[config.mk]
export PLATFORM = sky130hd
export DESIGN_NAME = fct_plane
export DESIGN_NICKNAME = d
export VERILOG_FILES = /design/src/fct_pkg.sv /design/src/fct_plane.sv
export SDC_FILE = /design/constraint.sdc
export NUM_CORES = 2
export LEC_CHECK = 0
export ABC_CLOCK_PERIOD_IN_PS = 16500
export BUFFER_PORTS_ARGS = -buffer_cell sky130_fd_sc_hd__buf_2
export CORE_AREA = 2 2 446 448
export DETAILED_ROUTE_END_ITERATION = 16
export DIE_AREA = 0 0 448 450
export PLACE_DENSITY_LB_ADDON = 0.1
export SYNTH_ARGS = -nofsm -noshare
export SYNTH_HDL_FRONTEND = slang
export SYNTH_SLANG_ARGS = --single-unit
[constraint.sdc]
create_clock -name vclk -period 16.5
set_input_delay 0.825 -clock vclk [all_inputs]
set_output_delay 0.825 -clock vclk [all_outputs]
set_load 0.05 [all_outputs]
[src/fct_pkg.sv]
// fct_pkg: types and constants shared by the frustum cull test block.
// Plane register layout, object item layout and test kind codes.
// No dependencies.
`default_nettype none

package fct_pkg;

  // Test kind carried with each item
  typedef enum logic [1:0] {
    ACT_POINT  = 2'd0,
    ACT_CUBE   = 2'd1,
    ACT_SPHERE = 2'd2,
    ACT_BOX    = 2'd3
  } action_e;

  localparam int unsigned COORD_W   = 16;  // signed Q7.8
  localparam int unsigned EXTENT_W  = 15;  // unsigned Q7.8
  localparam int unsigned COEF_W    = 16;  // a, b, c signed Q1.14; d signed Q7.8
  localparam int unsigned PLANE_W   = 4 * COEF_W;
  localparam int unsigned CFG_IDX_W = 3;   // covers up to eight planes
  localparam int unsigned PROD_W    = COORD_W + COEF_W;       // signed product
  localparam int unsigned MAG_W     = COEF_W + EXTENT_W;      // unsigned |coef| * extent
  localparam int unsigned MARGIN_W  = MAG_W + 3;
  localparam int unsigned SUM_W     = 36;  // distance plus margin, exact
  localparam int unsigned D_SHIFT   = 14;  // align Q7.8 d to 22 fraction bits

  typedef struct packed {
    logic signed [COEF_W-1:0] a;
    logic signed [COEF_W-1:0] b;
    logic signed [COEF_W-1:0] c;
    logic signed [COEF_W-1:0] d;
  } plane_t;

  typedef struct packed {
    action_e                   action;
    logic signed [COORD_W-1:0] cx;
    logic signed [COORD_W-1:0] cy;
    logic signed [COORD_W-1:0] cz;
    logic [EXTENT_W-1:0]       ex;
    logic [EXTENT_W-1:0]       ey;
    logic [EXTENT_W-1:0]       ez;
  } obj_t;

endpackage

`default_nettype wire

[src/fct_plane.sv]
// fct_plane: tests one object against one plane, purely combinational.
// The box and cube tests use the farthest corner: center distance plus
// |a|*ex + |b|*ey + |c|*ez. Depends on fct_pkg.
`default_nettype none

module fct_plane
  import fct_pkg::*;
(
  input  plane_t plane_i,
  input  obj_t   obj_i,
  output logic   pass_o
);

  logic signed [PROD_W-1:0]  px, py, pz;
  logic [COEF_W-1:0]         abs_a, abs_b, abs_c;
  logic [EXTENT_W-1:0]       ey_sel, ez_sel;
  logic [MAG_W-1:0]          mx, my, mz;
  logic [MARGIN_W-1:0]       margin;
  logic signed [SUM_W-1:0]   center_dist;
  logic signed [SUM_W-1:0]   total;

  always_comb begin
    px = PROD_W'(plane_i.a) * PROD_W'(obj_i.cx);
    py = PROD_W'(plane_i.b) * PROD_W'(obj_i.cy);
    pz = PROD_W'(plane_i.c) * PROD_W'(obj_i.cz);

    // magnitude of -32768 is 32768, which fits the unsigned width
    abs_a = plane_i.a[COEF_W-1] ? COEF_W'(-plane_i.a) : COEF_W'(plane_i.a);
    abs_b = plane_i.b[COEF_W-1] ? COEF_W'(-plane_i.b) : COEF_W'(plane_i.b);
    abs_c = plane_i.c[COEF_W-1] ? COEF_W'(-plane_i.c) : COEF_W'(plane_i.c);

    // cube uses the single extent on every axis
    ey_sel = (obj_i.action == ACT_CUBE) ? obj_i.ex : obj_i.ey;
    ez_sel = (obj_i.action == ACT_CUBE) ? obj_i.ex : obj_i.ez;

    mx = MAG_W'(abs_a) * MAG_W'(obj_i.ex);
    my = MAG_W'(abs_b) * MAG_W'(ey_sel);
    mz = MAG_W'(abs_c) * MAG_W'(ez_sel);

    unique case (obj_i.action)
      ACT_POINT:  margin = '0;
      ACT_SPHERE: margin = MARGIN_W'(obj_i.ex) << D_SHIFT;
      ACT_CUBE,
      ACT_BOX:    margin = MARGIN_W'(mx) + MARGIN_W'(my) + MARGIN_W'(mz);
      default:    margin = '0;
    endcase

    center_dist = SUM_W'(px) + SUM_W'(py) + SUM_W'(pz)
                + (SUM_W'(plane_i.d) <<< D_SHIFT);
    total = center_dist + $signed(SUM_W'(margin));
    pass_o = ~total[SUM_W-1];
  end

endmodule

`default_nettype wire

==> impl_metrics.ini <==
[run_status]
outcome = completed

[sta]
period_share_pct = 99.6
rsz0062_at_grt = true
setup_slack_ns = 0.0738
finalHoldViolCount = 0
slew_headroom_pct = 36.4
min_period_ns = 16.43
setup_viol = 0
max_freq_ghz = 0.0609
worstMarginPinSlew_ns = 0.952
slew_viol_final = 0

[routing]
drtPass1Iterations = 5
num_vias = 40498
remaining_drc_errors = 0
via_per_inst = 4.35
drt_iter0_drc = 2237
ant_nets = 0
wl_mm = 203
wl_per_cell_um = 21.8

[synthesis]
syn_area_per_cell_um2 = 9.13
synthesis.nets = 8512
yosysSeqAreaShare_pct = 0
synthesis.area_mm2 = 0.0569
synth_commonest_cells = inv_1 (1,850), fa_1 (1,678), nand2_1 (1,006), ha_1 (449), and2_1 (341)
yosysTopAreaCellShare_pct = 59.1
synth_top_area_cell = fa_1
synthMostInstantiatedCell = inv_1
synth_cell_types = 59
synthCells = 6226
ys_warn_count = 0
ys_top_cells_by_area = fa_1 (59%), inv_1 (12%), ha_1 (9.9%)

[grt]
grt_overflow = 0
first_global_vias = 45081
grt_antenna_before_repair = 7
grt.total_usage_pct = 20.8
grt_pass1_wl_mm = 308
grt_max_degree = 52

[hold_path]
hp-class = in2out

[floorplanning]
core_area_mm2 = 0.197
start_util_pct = 28.9
fp-row-count = 163
die_y_um = 450
dieArea_mm2 = 0.202
fp.dieW_um = 448
io_pins = 160

[setup_path]
critPathKind = in2out
cp_common_cell = fa_1
cpMaxStageDelayCell = fa_1
critPathBufInv = 15
required_ns = 15.67
start_kind = input pin
cpLargestDelayFamily = adder cells
path_max_fanout = 4
cp_slowest_stage_delay_ns = 0.65
cp.arrival_ns = 15.60
crit_path_end_kind = output pin

[cells_and_area]
layout-drive-gt1-share_pct = 11.5
final_util_pct = 32.9
seq_cells = 0
synthToLayoutAreaGrowth_pct = 13.8
multi_input_area_mm2 = 0.0496
final.fill_count = 20932
fin_nets = 8949
final-seq-area_um2 = 0
n_clock_buffer = 0

[flow_run]
drv_cap = 0

[clock_tree]
hold_buffers = 0

[placed_design]
post-dp-hpwl_mm = 185
dp_slack_ns = -0.574
port_buffers = 160
gp_congestion = 0.875
cells in the final DEF, fill, tap and decap left out, types with 8 or more instances in the layout:
cell and count:
nor3_1 9, buf_2 157, ha_1 443, a21oi_1 54, nand4_1 9, fa_2 26
xnor2_1 54, and2_1 340, o21ai_1 9, nand2_1 1002, buf_12 21, nor2b_1 14
nor2_1 251, fa_1 1652, buf_4 476, a21o_1 15, xor2_1 34, nand3_1 9
a31oi_1 8, nand2b_1 50, o21ai_0 26, inv_1 1848
final timing paths:
check,start,end,slack [ns],cells past startpoint
setup / recovery,plane_i[17],pass_o,0.07,52
hold / removal,plane_i[15],pass_o,3.40,10
per-stage QoR:
| step | cells | TNS (ns) | hold WS [ns] | cell area [um^2] |
|---|---|---|---|---|
| floorplan | 6226 | 0 | 2.94 | 56900 |
| global placement | 9289 | -0.471 | 3.39 | 64100 |
| detailed placement | 9289 | -0.574 | 3.40 | 64100 |
| CTS | 9294 | -0.0416 | 3.39 | 64400 |
| global route | 9301 | -0.544 | 3.52 | 64700 |
| finish | 9302 | 0 | 3.40 | 64700 |
cell families after synthesis:
| kind of cell | Yosys count | synth area share [%] |
|---|---|---|
| adders and majority gates | 2127 | 68.9 |
| buffers and inverters | 2076 | 13.7 |
| and+or+nand+nor | 1737 | 13.6 |
| AOI/OAI and AO/OA | 178 | 2.01 |
| xor gates and xnor gates | 101 | 1.56 |
| muxes | 7 | 0.123 |
tightest hold or removal path: stages:
cell and delay (ns):
buf_2 0.16, fa_1 0.42, inv_1 0.09, fa_1 0.18, xnor2_1 0.13, xnor2_1 0.15
xnor2_1 0.18, xnor2_1 0.13, buf_4 0.16, buf_12 0.15
routing by layer:
| metal | GRT usage, % | up-vias | wire length, um |
|---|---|---|---|
| met5 | 0 | - | 26 |
| met4 | 1.36 | 4 | 1690 |
| met3 | 0.886 | 56 | 6320 |
| met2 | 32.8 | 681 | 92000 |
| met1 | 32.6 | 21462 | 103000 |
| li1 | - | 18295 | - |
area by class of cell:
| class | count | share of cell area, % |
|---|---|---|
| diodes | 1 | 0.00387 |
| inverters | 1850 | 10.7 |
| repair buffers | 661 | 7.50 |
| well taps | 2640 | 5.10 |
| multi-input cells | 4150 | 76.7 |
repair_timing:
item / CTS / global route
resized for setup: 77 / 46
setup endpoints to repair: 1 / 1
buffers inserted: 5 / 7
pin swaps: 67 / 52
hold endpoints to repair: 0 / 0
Power is left out: the tool's default activity adds up to more than one toggle a clock period on the data nets, which glitch-free logic cannot reach.
